$ cat config.mk
export PLATFORM = sky130hd
export DESIGN_NAME = inc_seq
export DESIGN_NICKNAME = d
export VERILOG_FILES = /design/src/rtl/inc_pkg.sv /design/src/rtl/inc_seq.sv
export VERILOG_INCLUDE_DIRS = /design/src /design/src/rtl
export SDC_FILE = /design/constraint.sdc
export NUM_CORES = 1
export LEC_CHECK = 0
export BUFFER_PORTS_ARGS = -buffer_cell sky130_fd_sc_hd__buf_2
export CORE_ASPECT_RATIO = 0.9
export CORE_UTILIZATION = 56
export DETAILED_ROUTE_END_ITERATION = 10
export PLACE_DENSITY = 0.84
export SETUP_SLACK_MARGIN = 0.1
export SLEW_MARGIN = 20
export SYNTH_ARGS = -nofsm -noshare
export SYNTH_HDL_FRONTEND = slang
export SYNTH_SLANG_ARGS = --single-unit
$ cat constraint.sdc
create_clock -name i_clk -period 4.1 [get_ports i_clk]
set_clock_uncertainty 0.05 [all_clocks]
set_input_delay 0.205 -clock i_clk [delete_from_list [all_inputs] [get_ports i_clk]]
set_output_delay 0.205 -clock i_clk [all_outputs]
set_load 0.005 [all_outputs]
$ cat src/rtl/assert_macros.svh
// shared assertion macros
`ifndef ASSERT_MACROS_SVH
`define ASSERT_MACROS_SVH

// checked on every rising edge outside reset
`define ASSERT_CLK(label, clk, rst_n, prop) \
    label: assert property (@(posedge clk) disable iff (!rst_n) prop) \
        else $error("assertion failed");

// checked on every rising edge, reset included
`define ASSERT_ALWAYS(label, clk, prop) \
    label: assert property (@(posedge clk) prop) \
        else $error("assertion failed");

`endif

$ cat src/rtl/inc_pkg.sv
`timescale 1ns / 1ps

package inc_pkg;

    localparam int MAX_ELEMS  = 1024;
    localparam int VALUE_BITS = 10;

    localparam int IN_BITS    = 10;
    localparam int OUT_BITS   = 19;
    localparam int ADDR_BITS  = VALUE_BITS + 1;
    localparam int COUNT_BITS = $clog2(MAX_ELEMS + 1);
    localparam int LEVEL_BITS = (VALUE_BITS > 1) ? $clog2(VALUE_BITS) : 1;

    localparam logic [LEVEL_BITS-1:0] LAST_LEVEL = LEVEL_BITS'(VALUE_BITS - 1);
    localparam logic [COUNT_BITS-1:0] MAX_TALLY  = COUNT_BITS'(MAX_ELEMS);
    localparam logic [ADDR_BITS-1:0]  LAST_ADDR  = '1;
    localparam logic [ADDR_BITS:0]    TABLE_WORD = (ADDR_BITS + 1)'(1) << ADDR_BITS;
    localparam logic [OUT_BITS-1:0]   COUNT_MAX  = '1;

    typedef struct packed {
        logic [IN_BITS-1:0] value;
        logic               last;
    } t_in_item;

    typedef struct packed {
        logic [OUT_BITS-1:0] inversion_count;
        logic                overflow;
    } t_out_item;

    typedef struct packed {
        logic                 valid;
        logic [ADDR_BITS-1:0] addr;
        logic                 even;
    } t_rd_req;

    typedef struct packed {
        logic                  en;
        logic [ADDR_BITS-1:0]  addr;
        logic [COUNT_BITS-1:0] data;
    } t_wr_req;

    typedef struct packed {
        logic valid;
        logic overflow;
    } t_emit;

    typedef enum logic [1:0] {
        S_CLEAR,
        S_IDLE,
        S_RUN,
        S_EMIT
    } t_state;

    // start of the region that holds one level's prefix counts
    function automatic logic [ADDR_BITS-1:0] level_base(input logic [LEVEL_BITS-1:0] level);
        logic [ADDR_BITS:0] full;
        full = TABLE_WORD - (TABLE_WORD >> level);
        return full[ADDR_BITS-1:0];
    endfunction

endpackage

$ cat src/rtl/inc_seq.sv
`timescale 1ns / 1ps
`include "assert_macros.svh"

module inc_seq (
    input  logic              i_clk,
    input  logic              i_rst_n,
    input  logic              i_in_valid,
    input  inc_pkg::t_in_item i_in,
    output logic              o_in_ready,
    input  logic              i_wr_busy,
    input  logic              i_out_free,
    output inc_pkg::t_rd_req  o_rd,
    output inc_pkg::t_wr_req  o_clr,
    output inc_pkg::t_emit    o_emit
);

    inc_pkg::t_state r_state, n_state;

    logic [inc_pkg::VALUE_BITS-1:0] r_value, n_value;
    logic                           r_last, n_last;
    logic [inc_pkg::LEVEL_BITS-1:0] r_level, n_level;
    logic [inc_pkg::COUNT_BITS-1:0] r_tally, n_tally;
    logic                           r_ovf, n_ovf;
    logic [inc_pkg::ADDR_BITS-1:0]  r_clr_addr, n_clr_addr;

    logic [inc_pkg::VALUE_BITS-1:0] w_prefix;

    always_ff @(posedge i_clk) begin
        if (!i_rst_n) begin
            r_state    <= inc_pkg::S_CLEAR;
            r_level    <= '0;
            r_tally    <= '0;
            r_ovf      <= 1'b0;
            r_clr_addr <= '0;
            r_last     <= 1'b0;
        end else begin
            r_state    <= n_state;
            r_level    <= n_level;
            r_tally    <= n_tally;
            r_ovf      <= n_ovf;
            r_clr_addr <= n_clr_addr;
            r_last     <= n_last;
        end
    end

    always_ff @(posedge i_clk) begin
        r_value <= n_value;
    end

    assign w_prefix = r_value >> r_level;

    always_comb begin
        n_state    = r_state;
        n_value    = r_value;
        n_last     = r_last;
        n_level    = r_level;
        n_tally    = r_tally;
        n_ovf      = r_ovf;
        n_clr_addr = r_clr_addr;
        o_in_ready = 1'b0;
        o_rd       = '0;
        o_clr      = '0;
        o_emit     = '0;

        unique case (r_state)
            inc_pkg::S_CLEAR: begin
                o_clr.en   = 1'b1;
                o_clr.addr = r_clr_addr;
                n_clr_addr = r_clr_addr + 1'b1;
                if (r_clr_addr == inc_pkg::LAST_ADDR) begin
                    n_state = inc_pkg::S_IDLE;
                end
            end
            inc_pkg::S_IDLE: begin
                o_in_ready = 1'b1;
                if (i_in_valid) begin
                    n_last = i_in.last;
                    if (r_tally == inc_pkg::MAX_TALLY) begin
                        n_ovf = 1'b1;
                        if (i_in.last) begin
                            n_state = inc_pkg::S_EMIT;
                        end
                    end else begin
                        n_tally = r_tally + 1'b1;
                        n_value = i_in.value[inc_pkg::VALUE_BITS-1:0];
                        n_level = '0;
                        n_state = inc_pkg::S_RUN;
                    end
                end
            end
            inc_pkg::S_RUN: begin
                o_rd.valid = 1'b1;
                o_rd.addr  = inc_pkg::level_base(r_level) + inc_pkg::ADDR_BITS'(w_prefix);
                o_rd.even  = !w_prefix[0];
                n_level    = r_level + 1'b1;
                if (r_level == inc_pkg::LAST_LEVEL) begin
                    n_state = r_last ? inc_pkg::S_EMIT : inc_pkg::S_IDLE;
                end
            end
            inc_pkg::S_EMIT: begin
                if (!i_wr_busy && i_out_free) begin
                    o_emit.valid    = 1'b1;
                    o_emit.overflow = r_ovf;
                    n_tally         = '0;
                    n_ovf           = 1'b0;
                    n_clr_addr      = '0;
                    n_state         = inc_pkg::S_CLEAR;
                end
            end
            default: begin
                n_state = inc_pkg::S_CLEAR;
            end
        endcase
    end

    `ASSERT_CLK(a_clr_no_read, i_clk, i_rst_n, o_clr.en |-> !o_rd.valid && !i_wr_busy)
    `ASSERT_CLK(a_tally_bound, i_clk, i_rst_n, r_tally <= inc_pkg::MAX_TALLY)
    `ASSERT_CLK(a_emit_then_clear, i_clk, i_rst_n, o_emit.valid |=> r_state == inc_pkg::S_CLEAR && r_tally == '0)

endmodule

==> metrics.txt <==
Vias/cell 5.61; Ports 55; Synth Flop Type dfxtp_1; Max clock buf depth 2; DR iter-0 viols 118; largest net degree at the start of global routing 17; CTS H-tree depth 2; most frequent cells after synthesis 37 x nand2_1, 34 x nor2_1, 30 x dfxtp_1; Mapped Cells 346; R2R depth 7; Wirelength per Cell 13.1 µm; crit end category output port; critical-path cell list mux2i_1 > mux4_2 > nor2_1 > a21oi_1 > ha_1 > fa_1 > nand2b_1 > a21o_1 > a211oi_1 > o2111ai_1 > o31ai_1 > buf_2; Fin Setup TNS 0 ns; Root Buffer clkbuf_8; status completed; Die ar. 5480 µm²; Finish-stage setup viols 0; WP data required 3.85 ns; post-CTS setup buffers 0; Seq cells post-synth 40; final hold vios 0; pwr dens 235 nW/µm²; RSZ-0062 raised after global routing no; # nets final 420; relative slew slack 44.6%; fin crit period 3.70 ns; Die Width 77.9 µm; DP Area 3110 µm²; syn avg cell area 8.39 µm²; Yosys cell types 56; initial antenna violation count 0; diode count 0; Pleak 1.30 nW; Die Y 70.3 µm; cell with the most instances after synthesis nand2_1; reg-to-reg startpoint r_tally[0]; pre-CTS WS 0.494 ns; Tightest Pin Transition 0.820 ns; worst-path maximum fanout 16; top cells by area, synth dfxtp_1 21%, edfxtp_1 10%, ha_1 8.2%; Sink Count 40; Fin Hold WS 0.0359 ns; input/output buffers 43; flop2flop setup slack 1.86 ns; post-route ant nets 0; Hold Startpoint i_in[10]; total gr overflow 0; CTS clk-pin slew, worst paths 0.07 ns; design area 3230 µm²; sw frac 21.0%; Skew-Pair Late Insertion Delay 0.30 ns; 1st-pass router iterations 4; Synth top area share 20.7%; Post-synth ARST share 0%; Yosys warnings 0; worst hold path depth 1; crit path DAT 3.44 ns; clock share of power 42.3%; P_sw 0.000159 W; total CTS buffers 5; cell-internal power 0.000600 W; DP Cell Count 442; core region area 4920 µm²; Routed WL 5.90 mm; number of global-route vias before repair 2292; sequential power share 53.8%; layout cells sized above 1 16.9%; Comb power frac 3.9%; MaxCap Viol Count 0; Final period util 90.2%; Layout fillers 441; first-pass GRT wire length 10.0 mm; row count 24; Post-Syn Area 2900 µm²; Finished Layout Cells 450; CP Class flop to output port; dpl hpwl 4.47 mm; area leader, netlist dfxtp_1; Area Overhead vs Synth 11.2%; residual DRC count 0; CTS tree yes; Final WS setup 0.404 ns; HP Class input pin to flop; Critical-path top delay cell dfxtp_2; Hold Path Sink r_value[9]; Max Freq 0.271 GHz; CP peak stage delay 0.56 ns; sequential-to-total area share from yosys stat 31.0%; detailed-route via count 2526; RePlAce Congestion 0.908; R2R Path End r_tally[6]; Setup crit start kind flop; EDFF count, synth 10; GRT Util Overall 22.4%; final-report max-slew violation count 0; initial core utilization 59.0%; worst vdd ir 0.226 mV
## stage by stage
step / util, % / power, W
CTS: 65.4 / 0.000762
global route: 65.5 / 0.000783
global placement: 63.2 / 0.000445
finish: 65.5 / 0.000759
detailed placement: 63.2 / 0.000446
floorplan: - / 0.000441
## worst max-delay path, delay by kind of cell, from the launching register on
family / cells / cell delay (ns)
AOI/OAI and AO/OA: 5 / 0.85
muxes: 2 / 0.68
adders and majority gates: 2 / 0.62
DFF: 1 / 0.56
and+or+nand+nor: 2 / 0.29
buffers and inverters: 1 / 0.14
## per-layer routing
metal	GRT usage [%]	share of wire, %
met5	0	0
met4	8.23	1.8
met1	29.5	49
met2	36.6	45
met3	4.05	4.0
## cells by family (layout without fill, tap and decap cells)
group,after synthesis,count (layout),share of synthesized area (%)
other,1,11,0.129
AND/OR/NAND/NOR,149,149,26.8
AO/OA/AOI/OAI,72,72,17.2
XOR/XNOR,13,13,3.92
adder cells (fa/ha/maj),20,20,8.88
buffers and inverters,37,66,6.33
multiplexers,14,14,5.69
flip-flops,40,40,31.0
## power groups by stage
stage / Clock, W / Sequential [W] / Combinational, W
final: 0.000321 / 0.000408 / 0.0000293
after global routing: 0.000341 / 0.000409 / 0.0000330
after CTS: 0.000325 / 0.000408 / 0.0000295
after detailed placement: 0 / 0.000417 / 0.0000288
after global placement: 0 / 0.000417 / 0.0000280
after floorplan: 0 / 0.000417 / 0.0000240
## worst max-delay path by stage
stage / from / endpoint / slack, ns / cells after the start
final: r_level[1] / o_rd[11] / 0.40 / 12
after global routing: r_level[1] / o_rd[11] / 0.19 / 12
after CTS: r_level[1] / o_rd[11] / 0.16 / 12
after detailed placement: r_level[1] / o_rd[11] / 0.49 / 12
after global placement: r_level[1] / o_rd[11] / 0.59 / 12
after floorplan: r_level[1] / o_rd[11] / 1.13 / 12
## repair_timing
| action | in CTS | in global routing |
|---|---|---|
| endpoints found under the setup margin | 0 | 2 |
| hold buffers | 0 | 0 |
| gates resized for setup | 0 | 3 |
## layout by cell type, fill, tap and decap left out, drive strengths merged, types with 11 or more instances in the layout
cell	count
buf	43
nand2	37
nor2	34
dfxtp	30
a21oi	21
and2	19
ha	19
inv	13
o21ai	13
mux2i	12
conb	11
## registers in the layout, summed over array words and instances (netlist names)
signal,count
r_clr_addr,11
r_last,1
r_level,4
r_ovf,1
r_state,2
r_tally,11
r_value,10
## layout make-up
| cell class | instances | area [µm²] | area share, % |
|---|---|---|---|
| clock inverters | 3 | 42.5 | 1.32 |
| well taps | 65 | 81.3 | 2.52 |
| repair buffers | 43 | 215 | 6.67 |
| flip-flops and latches | 40 | 903 | 28.0 |
| clock buffers | 5 | 68.8 | 2.13 |
| multi-input cells | 279 | 1860 | 57.5 |
| inverters | 15 | 60.1 | 1.86 |
(Power assumes the default switching activity.)
