<file path="src/rtl/assert_macros.svh">
// shared assertion macros
`ifndef ASSERT_MACROS_SVH
`define ASSERT_MACROS_SVH

// checked on every rising edge outside reset
`define ASSERT_CLK(label, clk, rst_n, prop) \
    label: assert property (@(posedge clk) disable iff (!rst_n) prop) \
        else $error("assertion failed");

// checked on every rising edge, reset included
`define ASSERT_ALWAYS(label, clk, prop) \
    label: assert property (@(posedge clk) prop) \
        else $error("assertion failed");

`endif

</file>
<file path="src/rtl/inc_pkg.sv">
`timescale 1ns / 1ps

package inc_pkg;

    localparam int MAX_ELEMS  = 1024;
    localparam int VALUE_BITS = 10;

    localparam int IN_BITS    = 10;
    localparam int OUT_BITS   = 19;
    localparam int ADDR_BITS  = VALUE_BITS + 1;
    localparam int COUNT_BITS = $clog2(MAX_ELEMS + 1);
    localparam int LEVEL_BITS = (VALUE_BITS > 1) ? $clog2(VALUE_BITS) : 1;

    localparam logic [LEVEL_BITS-1:0] LAST_LEVEL = LEVEL_BITS'(VALUE_BITS - 1);
    localparam logic [COUNT_BITS-1:0] MAX_TALLY  = COUNT_BITS'(MAX_ELEMS);
    localparam logic [ADDR_BITS-1:0]  LAST_ADDR  = '1;
    localparam logic [ADDR_BITS:0]    TABLE_WORD = (ADDR_BITS + 1)'(1) << ADDR_BITS;
    localparam logic [OUT_BITS-1:0]   COUNT_MAX  = '1;

    typedef struct packed {
        logic [IN_BITS-1:0] value;
        logic               last;
    } t_in_item;

    typedef struct packed {
        logic [OUT_BITS-1:0] inversion_count;
        logic                overflow;
    } t_out_item;

    typedef struct packed {
        logic                 valid;
        logic [ADDR_BITS-1:0] addr;
        logic                 even;
    } t_rd_req;

    typedef struct packed {
        logic                  en;
        logic [ADDR_BITS-1:0]  addr;
        logic [COUNT_BITS-1:0] data;
    } t_wr_req;

    typedef struct packed {
        logic valid;
        logic overflow;
    } t_emit;

    typedef enum logic [1:0] {
        S_CLEAR,
        S_IDLE,
        S_RUN,
        S_EMIT
    } t_state;

    // start of the region that holds one level's prefix counts
    function automatic logic [ADDR_BITS-1:0] level_base(input logic [LEVEL_BITS-1:0] level);
        logic [ADDR_BITS:0] full;
        full = TABLE_WORD - (TABLE_WORD >> level);
        return full[ADDR_BITS-1:0];
    endfunction

endpackage

</file>
<file path="src/rtl/inc_update.sv">
`timescale 1ns / 1ps
`include "assert_macros.svh"

module inc_update (
    input  logic                           i_clk,
    input  logic                           i_rst_n,
    input  inc_pkg::t_rd_req               i_rd,
    input  logic [inc_pkg::COUNT_BITS-1:0] i_cnt_lo,
    input  logic [inc_pkg::COUNT_BITS-1:0] i_cnt_hi,
    input  inc_pkg::t_wr_req               i_clr,
    input  logic                           i_total_clr,
    output inc_pkg::t_wr_req               o_wr,
    output logic                           o_busy,
    output logic [inc_pkg::OUT_BITS-1:0]   o_total
);

    localparam int SUM_BITS = ((inc_pkg::COUNT_BITS > inc_pkg::OUT_BITS) ?
                               inc_pkg::COUNT_BITS : inc_pkg::OUT_BITS) + 1;

    logic                          r_wr_valid;
    logic [inc_pkg::ADDR_BITS-1:0] r_wr_addr;
    logic                          r_wr_even;
    logic [inc_pkg::OUT_BITS-1:0]  r_total, n_total;
    logic [SUM_BITS-1:0]           w_sum;

    always_ff @(posedge i_clk) begin
        if (!i_rst_n) begin
            r_wr_valid <= 1'b0;
            r_total    <= '0;
        end else begin
            r_wr_valid <= i_rd.valid;
            r_total    <= n_total;
        end
    end

    always_ff @(posedge i_clk) begin
        r_wr_addr <= i_rd.addr;
        r_wr_even <= i_rd.even;
    end

    // saturating add of the larger neighbors' count
    assign w_sum = SUM_BITS'(r_total) + SUM_BITS'(i_cnt_hi);

    always_comb begin
        n_total = r_total;
        priority if (i_total_clr) begin
            n_total = '0;
        end else if (r_wr_valid && r_wr_even) begin
            if (w_sum > SUM_BITS'(inc_pkg::COUNT_MAX)) begin
                n_total = inc_pkg::COUNT_MAX;
            end else begin
                n_total = w_sum[inc_pkg::OUT_BITS-1:0];
            end
        end
    end

    always_comb begin
        if (r_wr_valid) begin
            o_wr.en   = 1'b1;
            o_wr.addr = r_wr_addr;
            o_wr.data = i_cnt_lo + 1'b1;
        end else begin
            o_wr = i_clr;
        end
    end

    assign o_busy  = r_wr_valid;
    assign o_total = r_total;

    `ASSERT_CLK(a_no_clear_clash, i_clk, i_rst_n, r_wr_valid |-> !i_clr.en && !i_total_clr)

endmodule

</file>
<file path="config.mk">
export PLATFORM = sky130hd
export DESIGN_NAME = inc_update
export DESIGN_NICKNAME = d
export VERILOG_FILES = /design/src/rtl/inc_pkg.sv /design/src/rtl/inc_update.sv
export VERILOG_INCLUDE_DIRS = /design/src /design/src/rtl
export SDC_FILE = /design/constraint.sdc
export NUM_CORES = 1
export LEC_CHECK = 0
export BUFFER_PORTS_ARGS = -buffer_cell sky130_fd_sc_hd__buf_2
export CAP_MARGIN = 25
export CORE_MARGIN = 1.5
export CORE_UTILIZATION = 42
export CTS_BUF_LIST = sky130_fd_sc_hd__clkbuf_8
export DETAILED_ROUTE_END_ITERATION = 16
export GPL_TIMING_DRIVEN = 0
export MAX_ROUTING_LAYER = met4
export PLACE_DENSITY_LB_ADDON = 0.3
export SKIP_LAST_GASP = 1
export SLEW_MARGIN = 25
export SYNTH_ARGS = -nofsm -noshare
export SYNTH_HDL_FRONTEND = slang
export SYNTH_SLANG_ARGS = --single-unit
</file>
<file path="constraint.sdc">
create_clock -name i_clk -period 2.3 [get_ports i_clk]
set_input_delay 0.46 -clock i_clk [delete_from_list [all_inputs] [get_ports i_clk]]
set_output_delay 0.46 -clock i_clk [all_outputs]
set_load 0.005 [all_outputs]
</file>
==> flow_summary.html <==
<table>
<tr><th>Metric</th><th>Value</th></tr>
<tr><th colspan="2">Hold path</th></tr>
<tr><td>Class of the most critical hold timing path</td><td>in -&gt; reg</td></tr>
<tr><th colspan="2">Timing</th></tr>
<tr><td>RSZ-0062 raised after global routing</td><td>true</td></tr>
<tr><td>Crit share post-route</td><td>0.9504</td></tr>
<tr><td>Slew at the pin closest to its max-slew limit</td><td>between 0.5 and 0.6 ns</td></tr>
<tr><td>Number of hold violations in the final report</td><td>0</td></tr>
<tr><td>Worst-case clock skew</td><td>0.007320 ns</td></tr>
<tr><td>Max Clock Freq</td><td>around 0.46 GHz</td></tr>
<tr><td>Number of setup violations in the final report</td><td>0</td></tr>
<tr><td>Worst rel slew slack</td><td>0.6269</td></tr>
<tr><td>Worst hold slack</td><td>around 0.27 ns</td></tr>
<tr><td>Period minus WS final</td><td>2.186 ns</td></tr>
<tr><td>Max-slew violation count</td><td>0</td></tr>
<tr><th colspan="2">Floorplan</th></tr>
<tr><td>Die extent in x</td><td>between 70 and 80 um</td></tr>
<tr><td>IO Count</td><td>around 100</td></tr>
<tr><td>Height of the die</td><td>72.28 um</td></tr>
<tr><td>Placeable core area</td><td>about 4700 um2</td></tr>
<tr><td>Placement Rows</td><td>25</td></tr>
<tr><td>Die Outline Area</td><td>about 5200 um2</td></tr>
<tr><td>Initial core utilization</td><td>0.4325</td></tr>
<tr><th colspan="2">Detailed routing</th></tr>
<tr><td>Post-DRT Antenna Nets</td><td>0</td></tr>
<tr><td>Detailed Route WL</td><td>a little over 5 mm</td></tr>
<tr><td>Detail-routed net length per standard cell</td><td>12.77 um</td></tr>
<tr><td>Via density per instance</td><td>5.116</td></tr>
<tr><td>DRC violations left</td><td>0</td></tr>
<tr><td>First-pass iteration count of the detailed router</td><td>4</td></tr>
<tr><td>Vias after detailed routing</td><td>around 2.0k</td></tr>
<tr><td>Number of DRC markers after the initial detailed-route iteration</td><td>44</td></tr>
<tr><th colspan="2">Setup path</th></tr>
<tr><td>Startpoint of the worst setup timing path</td><td>o_total[0]</td></tr>
<tr><td>R2r endpoint</td><td>o_total[14]</td></tr>
<tr><td>Worst R2R Setup Slack</td><td>around 0.11 ns</td></tr>
<tr><td>Critical path capture point type</td><td>register</td></tr>
<tr><td>Peak fanout along the critical path</td><td>4</td></tr>
<tr><td>Worst setup path end</td><td>o_total[14]</td></tr>
<tr><td>Critical path class</td><td>reg -&gt; reg</td></tr>
<tr><td>Source of the worst register-to-register timing path</td><td>o_total[0]</td></tr>
<tr><td>Worst Reg-to-Reg Cells</td><td>9</td></tr>
<tr><td>Kind of start point of the critical path</td><td>register</td></tr>
<tr><td>Worst EP arrival</td><td>approximately 2.4 ns</td></tr>
<tr><td>Required time at the endpoint of the critical path</td><td>between 2 and 3 ns</td></tr>
<tr><th colspan="2">Place</th></tr>
<tr><td>Final Wtd Congestion</td><td>approximately 0.85</td></tr>
<tr><td>Placed wire-length estimate</td><td>roughly 4 mm</td></tr>
<tr><td>Number of buffer cells added on primary ports</td><td>roughly 100</td></tr>
<tr><th colspan="2">Global route</th></tr>
<tr><td>Initial antenna violation count</td><td>0</td></tr>
<tr><td>Maximum number of pins on one net before global-route repair</td><td>12</td></tr>
<tr><td>Number of global-route vias before repair</td><td>1,845</td></tr>
<tr><td>Wire length of the first global-routing pass</td><td>about 8 mm</td></tr>
<tr><td>Global router's overall resource usage</td><td>0.2006</td></tr>
<tr><td>Overflow left after global routing</td><td>0</td></tr>
<tr><th colspan="2">Synthesis</th></tr>
<tr><td>Mapped Area</td><td>between 2000 and 2500 um2</td></tr>
<tr><td>Fraction of the yosys area taken by sequential cells</td><td>0.3178</td></tr>
<tr><td>Number of flops mapped to enable cells by yosys</td><td>0</td></tr>
<tr><td>Yosys synthesis warning count</td><td>0</td></tr>
<tr><td>Most used flip-flop cell after synthesis</td><td>sky130_fd_sc_hd__dfxtp_1</td></tr>
<tr><td>Number of nets produced by synthesis</td><td>305</td></tr>
<tr><td>Share of flip-flops with an asynchronous set or reset after synthesis</td><td>0</td></tr>
<tr><td>Post-synthesis cell type count</td><td>46</td></tr>
<tr><td>Average instance area after synthesis</td><td>8.726 um2</td></tr>
<tr><td>Post-synthesis register bit count</td><td>32</td></tr>
<tr><td>Synthesized instance count</td><td>~230</td></tr>
<tr><th colspan="2">Flow run</th></tr>
<tr><td>Number of maximum-capacitance violations</td><td>0</td></tr>
<tr><th colspan="2">Run status</th></tr>
<tr><td>Run status</td><td>finished, final reports clean</td></tr>
<tr><th colspan="2">Power and ir drop</th></tr>
<tr><td>Static leakage</td><td>about 0.0013 uW</td></tr>
<tr><td>Pwr/cell area</td><td>498.6 nW/um2</td></tr>
<tr><td>Peak supply drop</td><td>~0.00036 V</td></tr>
<tr><th colspan="2">Clock tree</th></tr>
<tr><td>CTS Buf Count</td><td>5</td></tr>
<tr><td>Clock root buffer</td><td>sky130_fd_sc_hd__clkbuf_8</td></tr>
<tr><td>Number of hold buffers added after CTS</td><td>0</td></tr>
<tr><td>Sinks on the clock net</td><td>32</td></tr>
<tr><td>Clock insertion delay at the later pin of the skew report</td><td>about 0.29 ns</td></tr>
<tr><td>Buffers from clock root to sink, at most</td><td>2</td></tr>
<tr><td>H-tree Lvls</td><td>2</td></tr>
<tr><td>CTS tree</td><td>yes</td></tr>
<tr><td>Clk slew on worst S/H paths</td><td>roughly 0.070 ns</td></tr>
<tr><th colspan="2">Finish</th></tr>
<tr><td>Antenna diode instance count</td><td>0</td></tr>
<tr><td>Nets@finish</td><td>roughly 420</td></tr>
<tr><td>Share of the core filled with cells</td><td>0.5863</td></tr>
<tr><td>Share of cells above drive strength 1</td><td>0.4331</td></tr>
<tr><td>Layout Area Growth over Synthesis</td><td>35.57%</td></tr>
<tr><td>Leading cell type in the layout, fill and taps excluded</td><td>sky130_fd_sc_hd__buf_2</td></tr>
<tr><td>Top library cells by usage in the layout, fill and taps aside</td><td>sky130_fd_sc_hd__buf_2, sky130_fd_sc_hd__dfxtp_1, sky130_fd_sc_hd__nor2_1</td></tr>
</table>
[worst min path at each step]
| stage | cells after the start | slack [ns] | from | to |
|---|---|---|---|---|
| 6_report | 1 | 0.27 | i_rd[9] | r_wr_addr[8] |
| 5_1_grt | 1 | 0.25 | i_rd[8] | r_wr_addr[7] |
| 4_1_cts | 1 | 0.26 | i_rd[2] | r_wr_addr[1] |
| 3_5_place_dp | 2 | 0.51 | o_total[13] | o_total[13] |
| 3_3_place_gp | 2 | 0.49 | o_total[13] | o_total[13] |
| 2_1_floorplan | 2 | 0.49 | o_total[13] | o_total[13] |
[synth_stat cells (3+ instances only)]
cell type | instances | share of area
sky130_fd_sc_hd__a21oi_1 | 24 | 0.060
sky130_fd_sc_hd__a31oi_1 | 4 | 0.012
sky130_fd_sc_hd__and3_1 | 7 | 0.022
sky130_fd_sc_hd__clkbuf_1 | 6 | 0.011
sky130_fd_sc_hd__dfxtp_1 | 32 | 0.32
sky130_fd_sc_hd__ha_1 | 12 | 0.074
sky130_fd_sc_hd__inv_1 | 5 | 0.0093
sky130_fd_sc_hd__mux2_2 | 12 | 0.067
sky130_fd_sc_hd__mux2i_1 | 3 | 0.015
sky130_fd_sc_hd__nand2_1 | 14 | 0.026
sky130_fd_sc_hd__nand3_1 | 7 | 0.017
sky130_fd_sc_hd__nor2_1 | 26 | 0.048
sky130_fd_sc_hd__nor2b_1 | 3 | 0.0093
sky130_fd_sc_hd__o21ai_0 | 17 | 0.042
sky130_fd_sc_hd__o21ai_1 | 3 | 0.0074
sky130_fd_sc_hd__o221a_2 | 3 | 0.017
sky130_fd_sc_hd__or2_2 | 5 | 0.016
sky130_fd_sc_hd__xnor2_1 | 5 | 0.022
sky130_fd_sc_hd__xor2_1 | 9 | 0.039
[routing by layer]
metal	part of all wire	routed length, um	track usage
met1	0.42	2159	0.2283
met2	0.48	2452	0.3385
met3	0.076	388	0.04861
met4	0.016	81	0.08176
met5	0	0	-
[worst max-delay path, cell delays in order, from the launching register on]
cell,delay (ns)
sky130_fd_sc_hd__dfxtp_2,0.34
sky130_fd_sc_hd__ha_2,0.19
sky130_fd_sc_hd__inv_1,0.05
sky130_fd_sc_hd__fa_1,0.39
sky130_fd_sc_hd__nor2b_2,0.17
sky130_fd_sc_hd__o31a_1,0.24
sky130_fd_sc_hd__o21ba_4,0.20
sky130_fd_sc_hd__o21ai_2,0.09
sky130_fd_sc_hd__or3_1,0.32
sky130_fd_sc_hd__a31oi_1,0.15
[stage by stage]
| stage | setup TNS (ns) | std cells | worst slack [ns] | power, uW | instance area (um2) |
|---|---|---|---|---|---|
| floorplan | 0 | 231 | 0.1570 | 721.6 | 2016 |
| global placement | -0.1398 | 388 | -0.07417 | 828.0 | 2599 |
| detailed placement | -0.3947 | 388 | -0.1392 | 834.0 | 2599 |
| CTS | 0 | 396 | 0.05129 | 1384 | 2710 |
| global route | -0.01313 | 398 | -0.01313 | 1443 | 2733 |
| finish | 0 | 398 | 0.1140 | 1363 | 2733 |
[cell type report]
cell class | count | area [um2]
timing repair buffer | 105 | 530.5
sequential | 32 | 641.9
tap | 54 | 67.56
fill | 436 | 1928
inverter | 5 | 18.77
clock buffer | 5 | 68.82
clock inverter | 3 | 42.54
multi-input combinational | 186 | 1326
buffer | 8 | 36.28
[cell families (layout without fill, tap and decap cells)]
| group | after synthesis | count (layout) | synth area share |
|---|---|---|---|
| compound gates | 69 | 69 | 0.2334 |
| xor+xnor | 14 | 14 | 0.06083 |
| fa+ha+maj | 13 | 13 | 0.08442 |
| buf+inv | 13 | 126 | 0.02669 |
| flops | 32 | 32 | 0.3178 |
| mux | 15 | 15 | 0.08194 |
| simple gates | 75 | 75 | 0.1949 |
[state kept, by name, summed over array words and instances (netlist names)]
| name | count |
|---|---|
| o_busy | 1 |
| o_total | 19 |
| r_wr_addr | 11 |
| r_wr_even | 1 |
[report_power, final]
part | internal (uW) | switching (uW)
logic | 128 | 117
clock network | 320 | 220
registers | 571 | 6.54
total | 1020 | 344
[timing repair]
action / in CTS / in global routing
buffers inserted: 0 / 2
endpoints found under the hold margin: 0 / 0
gates resized for setup: 0 / 5
setup endpoints to repair: 0 / 13
No activity file was read; power rests on OpenSTA's default activity.
